[src/hdl/sine_tone_with_linear_fade_top_defines.svh]
// Assertion macros for the tone generator top level.
`ifndef SINE_TONE_WITH_LINEAR_FADE_TOP_DEFINES_SVH
`define SINE_TONE_WITH_LINEAR_FADE_TOP_DEFINES_SVH

// Same-cycle implication, sampled on clk, disabled while in reset.
`define STWF_ASSERT_IMP(lbl, ante, cons) \
    lbl: assert property (@(posedge clk) disable iff (!rst_n) (ante) |-> (cons)) \
        else $error("stwf assertion failed");

// Next-cycle implication, sampled on clk, disabled while in reset.
`define STWF_ASSERT_NXT(lbl, ante, cons) \
    lbl: assert property (@(posedge clk) disable iff (!rst_n) (ante) |=> (cons)) \
        else $error("stwf assertion failed");

`endif

[src/hdl/stwf_pkg.sv]
// Shared types, constants and microcode program of the tone generator.
package stwf_pkg;

    localparam int SINE_TABLE_BITS = 10;
    localparam int SINE_SHIFT      = 16 - SINE_TABLE_BITS;
    localparam int LEN_W           = 24;
    localparam int OPND_W          = 29;
    localparam int PROD_W          = 2 * OPND_W;
    localparam int MAG_W           = 15;
    localparam int FADE_W          = 16;
    localparam int DIVD_W          = MAG_W + FADE_W;
    localparam int CNT_W           = 5;
    localparam int PADDR_W         = 4;

    localparam logic [CNT_W-1:0]  DIV_LAST_CNT = CNT_W'(DIVD_W - 1);
    localparam logic [CNT_W-1:0]  POLY_CNT     = CNT_W'(3);
    localparam logic [OPND_W-1:0] Q28_ONE      = OPND_W'(29'h1000_0000);
    localparam logic [14:0]       QUARTER      = 15'd16384;

    localparam logic [OPND_W-1:0] POLY_C1 = OPND_W'(421657428);
    localparam logic [OPND_W-1:0] POLY_C3 = OPND_W'(173399667);
    localparam logic [OPND_W-1:0] POLY_C5 = OPND_W'(21392326);
    localparam logic [OPND_W-1:0] POLY_C7 = OPND_W'(1256748);
    localparam logic [OPND_W-1:0] POLY_C9 = OPND_W'(43068);

    typedef enum logic [1:0] {
        REG_PHASE_STEP  = 2'd0,
        REG_TONE_LENGTH = 2'd1,
        REG_FADE_LENGTH = 2'd2,
        REG_AMPLITUDE   = 2'd3
    } reg_idx_t;

    typedef struct packed {
        logic [15:0]       phase_step;
        logic [LEN_W-1:0]  tone_length;
        logic [FADE_W-1:0] fade_length;
        logic [MAG_W-1:0]  amplitude;
    } cfg_t;

    typedef enum logic [3:0] {
        UOP_NOP,
        UOP_WAIT,
        UOP_SETUP,
        UOP_MUL_XX,
        UOP_LD_X2,
        UOP_MUL_TX2,
        UOP_SUB_C,
        UOP_MUL_TX,
        UOP_CLAMP,
        UOP_MUL_AMP,
        UOP_MAG,
        UOP_MUL_K,
        UOP_LD_DIV,
        UOP_DIV,
        UOP_EMIT,
        UOP_FIN
    } uop_t;

    typedef enum logic [2:0] {
        C_NEXT,
        C_ALWAYS,
        C_NOT_ACCEPT,
        C_FINISHED,
        C_NO_FADE,
        C_CNT,
        C_OUT_BUSY
    } cond_t;

    typedef logic [4:0] pc_t;

    localparam pc_t S_WAIT    = 5'd0;
    localparam pc_t S_SETUP   = 5'd1;
    localparam pc_t S_MUL_XX  = 5'd2;
    localparam pc_t S_LD_X2   = 5'd3;
    localparam pc_t S_MUL_TX2 = 5'd4;
    localparam pc_t S_SUB_C   = 5'd5;
    localparam pc_t S_MUL_TX  = 5'd6;
    localparam pc_t S_CLAMP   = 5'd7;
    localparam pc_t S_MUL_AMP = 5'd8;
    localparam pc_t S_MAG     = 5'd9;
    localparam pc_t S_MUL_K   = 5'd10;
    localparam pc_t S_LD_DIV  = 5'd11;
    localparam pc_t S_DIV     = 5'd12;
    localparam pc_t S_EMIT    = 5'd13;
    localparam pc_t S_RET     = 5'd14;
    localparam pc_t S_FIN     = 5'd15;
    localparam pc_t S_FIN_RET = 5'd16;
    localparam pc_t S_LAST    = S_FIN_RET;

    typedef struct packed {
        uop_t  op;
        cond_t cond;
        pc_t   target;
    } ctrl_t;

    typedef struct packed {
        logic accept;
        logic finished;
        logic no_fade;
        logic cnt_nz;
        logic out_busy;
    } stat_t;

    function automatic ctrl_t ucode(pc_t addr);
        ctrl_t w;
        unique case (addr)
            S_WAIT:    w = '{UOP_WAIT,    C_NOT_ACCEPT, S_WAIT};
            S_SETUP:   w = '{UOP_SETUP,   C_FINISHED,   S_FIN};
            S_MUL_XX:  w = '{UOP_MUL_XX,  C_NEXT,       S_WAIT};
            S_LD_X2:   w = '{UOP_LD_X2,   C_NEXT,       S_WAIT};
            S_MUL_TX2: w = '{UOP_MUL_TX2, C_NEXT,       S_WAIT};
            S_SUB_C:   w = '{UOP_SUB_C,   C_CNT,        S_MUL_TX2};
            S_MUL_TX:  w = '{UOP_MUL_TX,  C_NEXT,       S_WAIT};
            S_CLAMP:   w = '{UOP_CLAMP,   C_NEXT,       S_WAIT};
            S_MUL_AMP: w = '{UOP_MUL_AMP, C_NEXT,       S_WAIT};
            S_MAG:     w = '{UOP_MAG,     C_NO_FADE,    S_EMIT};
            S_MUL_K:   w = '{UOP_MUL_K,   C_NEXT,       S_WAIT};
            S_LD_DIV:  w = '{UOP_LD_DIV,  C_NEXT,       S_WAIT};
            S_DIV:     w = '{UOP_DIV,     C_CNT,        S_DIV};
            S_EMIT:    w = '{UOP_EMIT,    C_OUT_BUSY,   S_EMIT};
            S_RET:     w = '{UOP_NOP,     C_ALWAYS,     S_WAIT};
            S_FIN:     w = '{UOP_FIN,     C_OUT_BUSY,   S_FIN};
            S_FIN_RET: w = '{UOP_NOP,     C_ALWAYS,     S_WAIT};
            default:   w = '{UOP_NOP,     C_ALWAYS,     S_WAIT};
        endcase
        return w;
    endfunction

    // Horner coefficients, highest remaining degree first as the count runs down.
    function automatic logic [OPND_W-1:0] poly_coef(logic [1:0] sel);
        logic [OPND_W-1:0] c;
        case (sel)
            2'd3:    c = POLY_C7;
            2'd2:    c = POLY_C5;
            2'd1:    c = POLY_C3;
            default: c = POLY_C1;
        endcase
        return c;
    endfunction

endpackage

[src/hdl/stwf_if.sv]
// Handshake channel interfaces for tick requests and sample results.
interface stwf_in_if;
    logic valid;
    logic ready;
    logic restart;

    modport source (output valid, output restart, input ready);
    modport sink   (input valid, input restart, output ready);
endinterface

interface stwf_out_if;
    logic        valid;
    logic        ready;
    logic [15:0] sample;
    logic        last_sample;
    logic        finished;

    modport source (output valid, output sample, output last_sample, output finished,
                    input ready);
    modport sink   (input valid, input sample, input last_sample, input finished,
                    output ready);
endinterface

[src/hdl/stwf_cfg.sv]
// APB configuration register file of the tone generator.
module stwf_cfg
    import stwf_pkg::*;
(
    input  logic               clk,
    input  logic               rst_n,
    input  logic               psel,
    input  logic               penable,
    input  logic               pwrite,
    input  logic [PADDR_W-1:0] paddr,
    input  logic [31:0]        pwdata,
    output logic [31:0]        prdata,
    output logic               pready,
    output cfg_t               cfg
);

    cfg_t     cfg_reg;
    cfg_t     cfg_next;
    reg_idx_t idx;
    logic     wr_en;

    assign pready = 1'b1;
    assign idx    = reg_idx_t'(paddr[3:2]);
    assign wr_en  = psel && penable && pwrite;
    assign cfg    = cfg_reg;

    always_comb
    begin
        cfg_next = cfg_reg;
        if (wr_en)
        begin
            unique case (idx)
                REG_PHASE_STEP:  cfg_next.phase_step  = pwdata[15:0];
                REG_TONE_LENGTH: cfg_next.tone_length = pwdata[LEN_W-1:0];
                REG_FADE_LENGTH: cfg_next.fade_length = pwdata[FADE_W-1:0];
                REG_AMPLITUDE:   cfg_next.amplitude   = pwdata[MAG_W-1:0];
                default:         cfg_next = cfg_reg;
            endcase
        end
    end

    always_comb
    begin
        unique case (idx)
            REG_PHASE_STEP:  prdata = {16'd0, cfg_reg.phase_step};
            REG_TONE_LENGTH: prdata = {8'd0, cfg_reg.tone_length};
            REG_FADE_LENGTH: prdata = {16'd0, cfg_reg.fade_length};
            REG_AMPLITUDE:   prdata = {17'd0, cfg_reg.amplitude};
            default:         prdata = 32'd0;
        endcase
    end

    always_ff @(posedge clk or negedge rst_n)
    begin
        if (!rst_n)
        begin
            cfg_reg.phase_step  <= 16'd1802;
            cfg_reg.tone_length <= 24'd3200;
            cfg_reg.fade_length <= 16'd800;
            cfg_reg.amplitude   <= 15'd8000;
        end
        else
        begin
            cfg_reg <= cfg_next;
        end
    end

endmodule

[src/hdl/stwf_useq.sv]
// Microcode sequencer: step counter, control ROM and branch logic.
module stwf_useq
    import stwf_pkg::*;
(
    input  logic  clk,
    input  logic  rst_n,
    input  stat_t stat,
    output ctrl_t ctrl,
    output pc_t   pc
);

    pc_t  pc_reg;
    pc_t  pc_next;
    logic take;

    assign ctrl = ucode(pc_reg);
    assign pc   = pc_reg;

    always_comb
    begin
        case (ctrl.cond)
            C_ALWAYS:     take = 1'b1;
            C_NOT_ACCEPT: take = !stat.accept;
            C_FINISHED:   take = stat.finished;
            C_NO_FADE:    take = stat.no_fade;
            C_CNT:        take = stat.cnt_nz;
            C_OUT_BUSY:   take = stat.out_busy;
            default:      take = 1'b0;
        endcase
        pc_next = take ? ctrl.target : pc_t'(pc_reg + 5'd1);
    end

    always_ff @(posedge clk or negedge rst_n)
    begin
        if (!rst_n)
        begin
            pc_reg <= S_WAIT;
        end
        else
        begin
            pc_reg <= pc_next;
        end
    end

endmodule

[src/hdl/stwf_dp.sv]
// Datapath: phase and index state, shared multiplier, serial fade divider, result register.
module stwf_dp
    import stwf_pkg::*;
(
    input  logic      clk,
    input  logic      rst_n,
    input  ctrl_t     ctrl,
    input  cfg_t      cfg,
    output stat_t     stat,
    stwf_in_if.sink   tick,
    stwf_out_if.source result
);

    logic [15:0]       phase_reg;
    logic [LEN_W-1:0]  idx_reg;
    logic [14:0]       x_reg;
    logic              neg_reg;
    logic [OPND_W-1:0] x2_reg;
    logic [OPND_W-1:0] t_reg;
    logic [PROD_W-1:0] prod_reg;
    logic [MAG_W-1:0]  mag_reg;
    logic [FADE_W-1:0] k_reg;
    logic              fade_en_reg;
    logic [CNT_W-1:0]  cnt_reg;
    logic [DIVD_W-1:0] div_reg;
    logic [FADE_W-1:0] rem_reg;
    logic              out_valid_reg;
    logic [15:0]       sample_reg;
    logic              last_reg;
    logic              fin_reg;

    logic [OPND_W-1:0] mul_a;
    logic [OPND_W-1:0] mul_b;
    logic [15:0]       p_trunc;
    logic [13:0]       p_frac;
    logic              finished;
    logic              fade_nz;
    logic              fade_in;
    logic              fade_out;
    logic [LEN_W-1:0]  fade_ext;
    logic [LEN_W-1:0]  remain;
    logic              out_busy;
    logic              accept;
    logic [OPND_W:0]   sub_res;
    logic [OPND_W:0]   s_val;
    logic [FADE_W:0]   trial;
    logic              q_bit;
    logic [MAG_W-1:0]  mag_fin;
    logic [LEN_W-1:0]  idx_inc;

    assign accept   = tick.valid && tick.ready;
    assign out_busy = out_valid_reg && !result.ready;
    assign finished = idx_reg >= cfg.tone_length;
    assign fade_ext = LEN_W'(cfg.fade_length);
    assign fade_nz  = cfg.fade_length != '0;
    assign remain   = cfg.tone_length - idx_reg;
    assign fade_in  = fade_nz && (idx_reg < fade_ext);
    assign fade_out = fade_nz && (cfg.tone_length >= fade_ext)
                      && (idx_reg > (cfg.tone_length - fade_ext));
    assign p_trunc  = (phase_reg >> SINE_SHIFT) << SINE_SHIFT;
    assign p_frac   = p_trunc[13:0];
    assign sub_res  = {1'b0, poly_coef(cnt_reg[1:0])} - prod_reg[PROD_W-1:28];
    assign s_val    = prod_reg[OPND_W+14:14];
    assign trial    = {rem_reg, div_reg[DIVD_W-1]};
    assign q_bit    = trial >= {1'b0, cfg.fade_length};
    assign mag_fin  = fade_en_reg ? div_reg[MAG_W-1:0] : mag_reg;
    assign idx_inc  = idx_reg + 1'b1;

    assign tick.ready = ctrl.op == UOP_WAIT;

    assign stat.accept   = accept;
    assign stat.finished = finished;
    assign stat.no_fade  = !fade_en_reg;
    assign stat.cnt_nz   = cnt_reg != '0;
    assign stat.out_busy = out_busy;

    assign result.valid       = out_valid_reg;
    assign result.sample      = sample_reg;
    assign result.last_sample = last_reg;
    assign result.finished    = fin_reg;

    always_comb
    begin
        case (ctrl.op)
            UOP_MUL_XX:
            begin
                mul_a = OPND_W'(x_reg);
                mul_b = OPND_W'(x_reg);
            end
            UOP_MUL_TX2:
            begin
                mul_a = t_reg;
                mul_b = x2_reg;
            end
            UOP_MUL_TX:
            begin
                mul_a = t_reg;
                mul_b = OPND_W'(x_reg);
            end
            UOP_MUL_AMP:
            begin
                mul_a = t_reg;
                mul_b = OPND_W'(cfg.amplitude);
            end
            default:
            begin
                mul_a = OPND_W'(mag_reg);
                mul_b = OPND_W'(k_reg);
            end
        endcase
    end

    always_ff @(posedge clk)
    begin
        case (ctrl.op)
            UOP_SETUP:
            begin
                x_reg       <= p_trunc[14] ? (QUARTER - {1'b0, p_frac}) : {1'b0, p_frac};
                neg_reg     <= p_trunc[15];
                t_reg       <= POLY_C9;
                fade_en_reg <= fade_in || fade_out;
                k_reg       <= fade_in ? idx_reg[FADE_W-1:0] : remain[FADE_W-1:0];
            end
            UOP_MUL_XX, UOP_MUL_TX2, UOP_MUL_TX, UOP_MUL_AMP, UOP_MUL_K:
            begin
                prod_reg <= mul_a * mul_b;
            end
            UOP_LD_X2:
            begin
                x2_reg <= prod_reg[OPND_W-1:0];
            end
            UOP_SUB_C:
            begin
                t_reg <= sub_res[OPND_W-1:0];
            end
            UOP_CLAMP:
            begin
                t_reg <= (s_val > {1'b0, Q28_ONE}) ? Q28_ONE : s_val[OPND_W-1:0];
            end
            UOP_MAG:
            begin
                mag_reg <= prod_reg[MAG_W+27:28];
            end
            UOP_LD_DIV:
            begin
                div_reg <= prod_reg[DIVD_W-1:0];
                rem_reg <= '0;
            end
            UOP_DIV:
            begin
                div_reg <= {div_reg[DIVD_W-2:0], q_bit};
                rem_reg <= q_bit ? FADE_W'(trial - {1'b0, cfg.fade_length}) : trial[FADE_W-1:0];
            end
            default:
            begin
            end
        endcase
    end

    always_ff @(posedge clk or negedge rst_n)
    begin
        if (!rst_n)
        begin
            phase_reg     <= '0;
            idx_reg       <= '0;
            cnt_reg       <= '0;
            out_valid_reg <= 1'b0;
            sample_reg    <= '0;
            last_reg      <= 1'b0;
            fin_reg       <= 1'b0;
        end
        else
        begin
            if ((ctrl.op == UOP_EMIT || ctrl.op == UOP_FIN) && !out_busy)
            begin
                out_valid_reg <= 1'b1;
            end
            else if (result.ready)
            begin
                out_valid_reg <= 1'b0;
            end
            case (ctrl.op)
                UOP_WAIT:
                begin
                    if (accept && tick.restart)
                    begin
                        phase_reg <= '0;
                        idx_reg   <= '0;
                    end
                end
                UOP_SETUP:
                begin
                    cnt_reg <= POLY_CNT;
                end
                UOP_LD_DIV:
                begin
                    cnt_reg <= DIV_LAST_CNT;
                end
                UOP_SUB_C, UOP_DIV:
                begin
                    if (cnt_reg != '0)
                    begin
                        cnt_reg <= cnt_reg - 1'b1;
                    end
                end
                UOP_EMIT:
                begin
                    if (!out_busy)
                    begin
                        sample_reg    <= neg_reg ? (16'd0 - {1'b0, mag_fin}) : {1'b0, mag_fin};
                        last_reg      <= idx_inc == cfg.tone_length;
                        fin_reg       <= 1'b0;
                        phase_reg     <= phase_reg + cfg.phase_step;
                        idx_reg       <= idx_inc;
                    end
                end
                UOP_FIN:
                begin
                    if (!out_busy)
                    begin
                        sample_reg    <= '0;
                        last_reg      <= 1'b0;
                        fin_reg       <= 1'b1;
                    end
                end
                default:
                begin
                end
            endcase
        end
    end

endmodule

[src/hdl/sine_tone_with_linear_fade_top.sv]
// Sine tone generator with linear fade-in and fade-out: top level.
//
// tick channel: one transfer asks for one sample; restart=1 clears phase and
// sample index before that sample is made.
// result channel: one transfer per tick carrying sample, last_sample and
// finished. After tone_length samples every tick returns finished with zero.
// APB port: phase_step at 0x0, tone_length at 0x4, fade_length at 0x8,
// amplitude at 0xC; write only while no tick is in flight.
// Sequencing: a microcoded sequencer runs one step per cycle over a shared
// 29x29 multiplier. A faded sample adds the bit-serial divider, 31 steps
// plus 2 setup steps, to the work of a sample outside the fades; a
// finished tick goes from setup straight to the finish step. tick ready
// returns through a return step after the result is loaded, so a new tick
// is taken only once the last one's result is in the output register.
// A held result waits in the output register; the sequencer takes the next
// tick, computes it and stalls at the output step until the receiver takes
// the held one.
// Reset clears phase, index and the output register and restores the
// register defaults.
`include "sine_tone_with_linear_fade_top_defines.svh"

module sine_tone_with_linear_fade_top
    import stwf_pkg::*;
(
    input  logic               clk,
    input  logic               rst_n,
    stwf_in_if.sink            tick,
    stwf_out_if.source         result,
    input  logic               psel,
    input  logic               penable,
    input  logic               pwrite,
    input  logic [PADDR_W-1:0] paddr,
    input  logic [31:0]        pwdata,
    output logic [31:0]        prdata,
    output logic               pready
);

    cfg_t  cfg;
    ctrl_t ctrl;
    stat_t stat;
    pc_t   pc;

    stwf_cfg u_cfg (
        .clk     (clk),
        .rst_n   (rst_n),
        .psel    (psel),
        .penable (penable),
        .pwrite  (pwrite),
        .paddr   (paddr),
        .pwdata  (pwdata),
        .prdata  (prdata),
        .pready  (pready),
        .cfg     (cfg)
    );

    stwf_useq u_useq (
        .clk   (clk),
        .rst_n (rst_n),
        .stat  (stat),
        .ctrl  (ctrl),
        .pc    (pc)
    );

    stwf_dp u_dp (
        .clk    (clk),
        .rst_n  (rst_n),
        .ctrl   (ctrl),
        .cfg    (cfg),
        .stat   (stat),
        .tick   (tick),
        .result (result)
    );

    `STWF_ASSERT_IMP(a_pc_in_program, 1'b1, pc <= S_LAST)
    `STWF_ASSERT_NXT(a_one_tick_at_a_time, tick.valid && tick.ready, !tick.ready)
    `STWF_ASSERT_IMP(a_finished_is_silent, result.valid && result.finished,
                     result.sample == 16'd0 && !result.last_sample)

endmodule
[src/flat_wrapper.sv]
// flat-port wrapper written by rule: the top's interface ports become plain ports
module sine_tone_with_linear_fade_top_flat import stwf_pkg::*;
  (clk, rst_n, psel, penable, pwrite, paddr, pwdata, prdata, pready, tick_valid, tick_restart, tick_ready, result_valid, result_sample, result_last_sample, result_finished, result_ready);
  stwf_in_if tick_i ();
  stwf_out_if result_i ();
  input  logic clk;
  input  logic rst_n;
  input  logic psel;
  input  logic penable;
  input  logic pwrite;
  input  logic [PADDR_W-1:0] paddr;
  input  logic [31:0] pwdata;
  output logic [31:0] prdata;
  output logic pready;
  input wire logic [$bits(tick_i.valid)-1:0] tick_valid;
  input wire logic [$bits(tick_i.restart)-1:0] tick_restart;
  output wire logic [$bits(tick_i.ready)-1:0] tick_ready;
  output wire logic [$bits(result_i.valid)-1:0] result_valid;
  output wire logic [$bits(result_i.sample)-1:0] result_sample;
  output wire logic [$bits(result_i.last_sample)-1:0] result_last_sample;
  output wire logic [$bits(result_i.finished)-1:0] result_finished;
  input wire logic [$bits(result_i.ready)-1:0] result_ready;
  assign tick_i.valid = tick_valid;
  assign tick_i.restart = tick_restart;
  assign tick_ready = tick_i.ready;
  assign result_valid = result_i.valid;
  assign result_sample = result_i.sample;
  assign result_last_sample = result_i.last_sample;
  assign result_finished = result_i.finished;
  assign result_i.ready = result_ready;
  sine_tone_with_linear_fade_top u_core (.clk(clk), .rst_n(rst_n), .tick(tick_i), .result(result_i), .psel(psel), .penable(penable), .pwrite(pwrite), .paddr(paddr), .pwdata(pwdata), .prdata(prdata), .pready(pready));
endmodule
[config.mk]
export PLATFORM = sky130hd
export DESIGN_NAME = sine_tone_with_linear_fade_top_flat
export DESIGN_NICKNAME = d
export VERILOG_FILES = /design/src/hdl/stwf_pkg.sv /design/src/hdl/stwf_if.sv /design/src/hdl/stwf_cfg.sv /design/src/hdl/stwf_useq.sv /design/src/hdl/stwf_dp.sv /design/src/hdl/sine_tone_with_linear_fade_top.sv /design/src/flat_wrapper.sv
export VERILOG_INCLUDE_DIRS = /design/src /design/src/hdl
export SDC_FILE = /design/constraint.sdc
export NUM_CORES = 2
export LEC_CHECK = 0
export BUFFER_PORTS_ARGS = -buffer_cell sky130_fd_sc_hd__buf_2
export CORE_MARGIN = 2
export CORE_UTILIZATION = 40
export CTS_CLUSTER_SIZE = 25
export DETAILED_ROUTE_END_ITERATION = 10
export PLACE_DENSITY = 0.61
export SYNTH_ARGS = -nofsm -noshare
export SYNTH_HDL_FRONTEND = slang
export SYNTH_HIERARCHICAL = 1
export SYNTH_SLANG_ARGS = --single-unit
[constraint.sdc]
create_clock -name clk -period 17.1 [get_ports clk]
set_input_delay 1.71 -clock clk [delete_from_list [all_inputs] [get_ports clk]]
set_output_delay 1.71 -clock clk [all_outputs]
set_load 0.01 [all_outputs]
==> out/metrics.csv <==
metric;value;unit
first_iter_violations;3484;
worst_pin_slew;1.209;ns
clk_path_buf_depth;3;
timing.final.crit_share;74.61;%
status;finished, final reports clean;
place_congestion;0.9442;
routed_via_density;5.415;
placementRows;127;
finClkSkew;0.01621;ns
io_pins;97;
area_delta_synth_final;7.673;%
routed_wl;150600;um
tns;0;ns
hold_path_class;flip-flop to flip-flop;
worstSetupPathType;flip-flop to flip-flop;
h-tree-depth;2;
cp.required;17.41;ns
crit_path_frequent_cell;fa_1;
start_util;40.34;%
drc;0;
critPathMaxStageDelay;0.88;ns
overflow;0;
fin_util;43.44;%
hold_viol_final;0;
die_y;352.1;um
fp.dieArea;124000;um2
cpMaxStageDelayCell;o21a_1;
cap_violations;0;
vias;37490;
grt_usage;24.57;%
grt_antenna_before_repair;3;
reg2reg_depth;32;
post-dp-hpwl;115200;um
rsz0062_at_grt;no;
cp_max_fo;24;
grt_pass1_wl;233500;um
cts_root_buffer;clkbuf_16;
hold_buffers;0;
post_cts_buffers;0;
critPathLaunchType;flip-flop;
yosys_warnings;6;
setup_violations;0;
die_w;352.1;um
synth_cells;5290;
grt_pass1_vias;38230;
cts_resized;0;
crit_arrival;13.07;ns
syn-cell-area;48470;um2
timing.fmax;0.07838;GHz
first_pass_iters;6;
fillers;11840;
synth.avg_cell_area;9.162;um2
core;120100;um2
clkLatencyLatePin;0.58;ns
period_needed;12.76;ns
largest_reg_flops;71;
ant_nets;0;
slew_violations;0;
max-slew-margin-rel;19.12;%
whs_path_depth;0;
post_drt_wl_per_cell;21.75;um
end_kind;flip-flop;
port_buffers;77;
cts_tree;yes;
grt_start_max_net_pins;93;
cts_buffers;42;
clk_pin_slew;0.06;ns
nets;6454;
drive_above_1_share;7.588;%
clock-sinks;344;
==> cell type report <==
cell class | instances | area, um2 | share of cell area (%)
antenna | 1 | 2.502 | 0.004795
clock buffer | 49 | 1099 | 2.105
clock inverter | 29 | 292.8 | 0.5611
inverter | 910 | 3416 | 6.546
multi-input combinational | 3811 | 34630 | 66.37
sequential | 344 | 9651 | 18.49
tap | 1612 | 2017 | 3.865
timing repair buffer | 168 | 1075 | 2.060
==> critical path, delay by kind of cell, from the launching register on <==
family | cells | cell delay (ns)
adder cells (fa/ha/maj) | 9 | 4.28
AO/OA/AOI/OAI | 8 | 3.84
AND/OR/NAND/NOR | 8 | 2.95
multiplexers | 2 | 0.42
flip-flops | 1 | 0.67
buffers and inverters | 5 | 0.29
==> layout by cell type, fill, tap and decap left out, types with 11 or more instances in the layout <==
cell and n:
or3_1 18, nor2_1 578, a21o_1 65, o21bai_1 24
mux2i_1 28, o21ai_0 172, and2_1 59, buf_2 76
nand2_1 702, and3_1 30, dfstp_2 17, o21a_1 23
buf_4 91, a221o_1 11, mux4_2 16, ha_1 405
a22oi_1 20, mux2_2 69, nor2b_1 33, inv_1 910
xor2_1 50, nor3_1 48, dfrtp_1 123, a21oi_1 179
xnor2_1 146, nand2b_1 45, a31oi_1 20, fa_1 728
nand3_1 65, clkbuf_16 43, o31ai_1 22, nand4_1 29
edfxtp_1 204, nor4_1 25
==> through the flow <==
stage                     instance area (um2)  setup WS [ns]  std cells  hold WS (ns)
after global placement                  50790          4.588       6845        0.4352
after detailed placement                50790          4.553       6845        0.4405
after CTS                               52180          4.476       6923        0.4545
after floorplan                         48490          6.321       5297        0.4262
after global routing                    52180          3.578       6923        0.4612
final                                   52180          4.341       6924        0.4505
==> layer usage <==
| metal | global-route usage (%) | up-vias | share of wire (%) |
|---|---|---|---|
| li1 | - | 16780 | - |
| met1 | 34.21 | 18940 | 42 |
| met2 | 38.59 | 1488 | 45 |
| met3 | 4.481 | 279 | 9.1 |
| met4 | 8.299 | 2 | 3.8 |
| met5 | 0 | - | 0.0086 |
==> path summary, 6_finish.rpt <==
| kind | startpoint | endpoint | slack (ns) |
|---|---|---|---|
| min in group asynchronous | rst_n | u_core/u_cfg/cfg[50] | 1.23 |
| worst min-delay path | u_core/u_dp/prod_reg[0] | u_core/u_dp/x2_reg[0] | 0.45 |
| worst max register to register | u_core/u_useq/pc[3] | u_core/u_dp/prod_reg[55] | 4.34 |
| worst min register to register | u_core/u_dp/prod_reg[0] | u_core/u_dp/x2_reg[0] | 0.45 |
| worst max-delay path | u_core/u_useq/pc[3] | u_core/u_dp/prod_reg[55] | 4.34 |
| max in group asynchronous | rst_n | u_core/u_dp/idx_reg[1] | 14.63 |
Power is left out: the tool's default activity adds up to more than one toggle a clock period on the data nets, which glitch-free logic cannot reach.
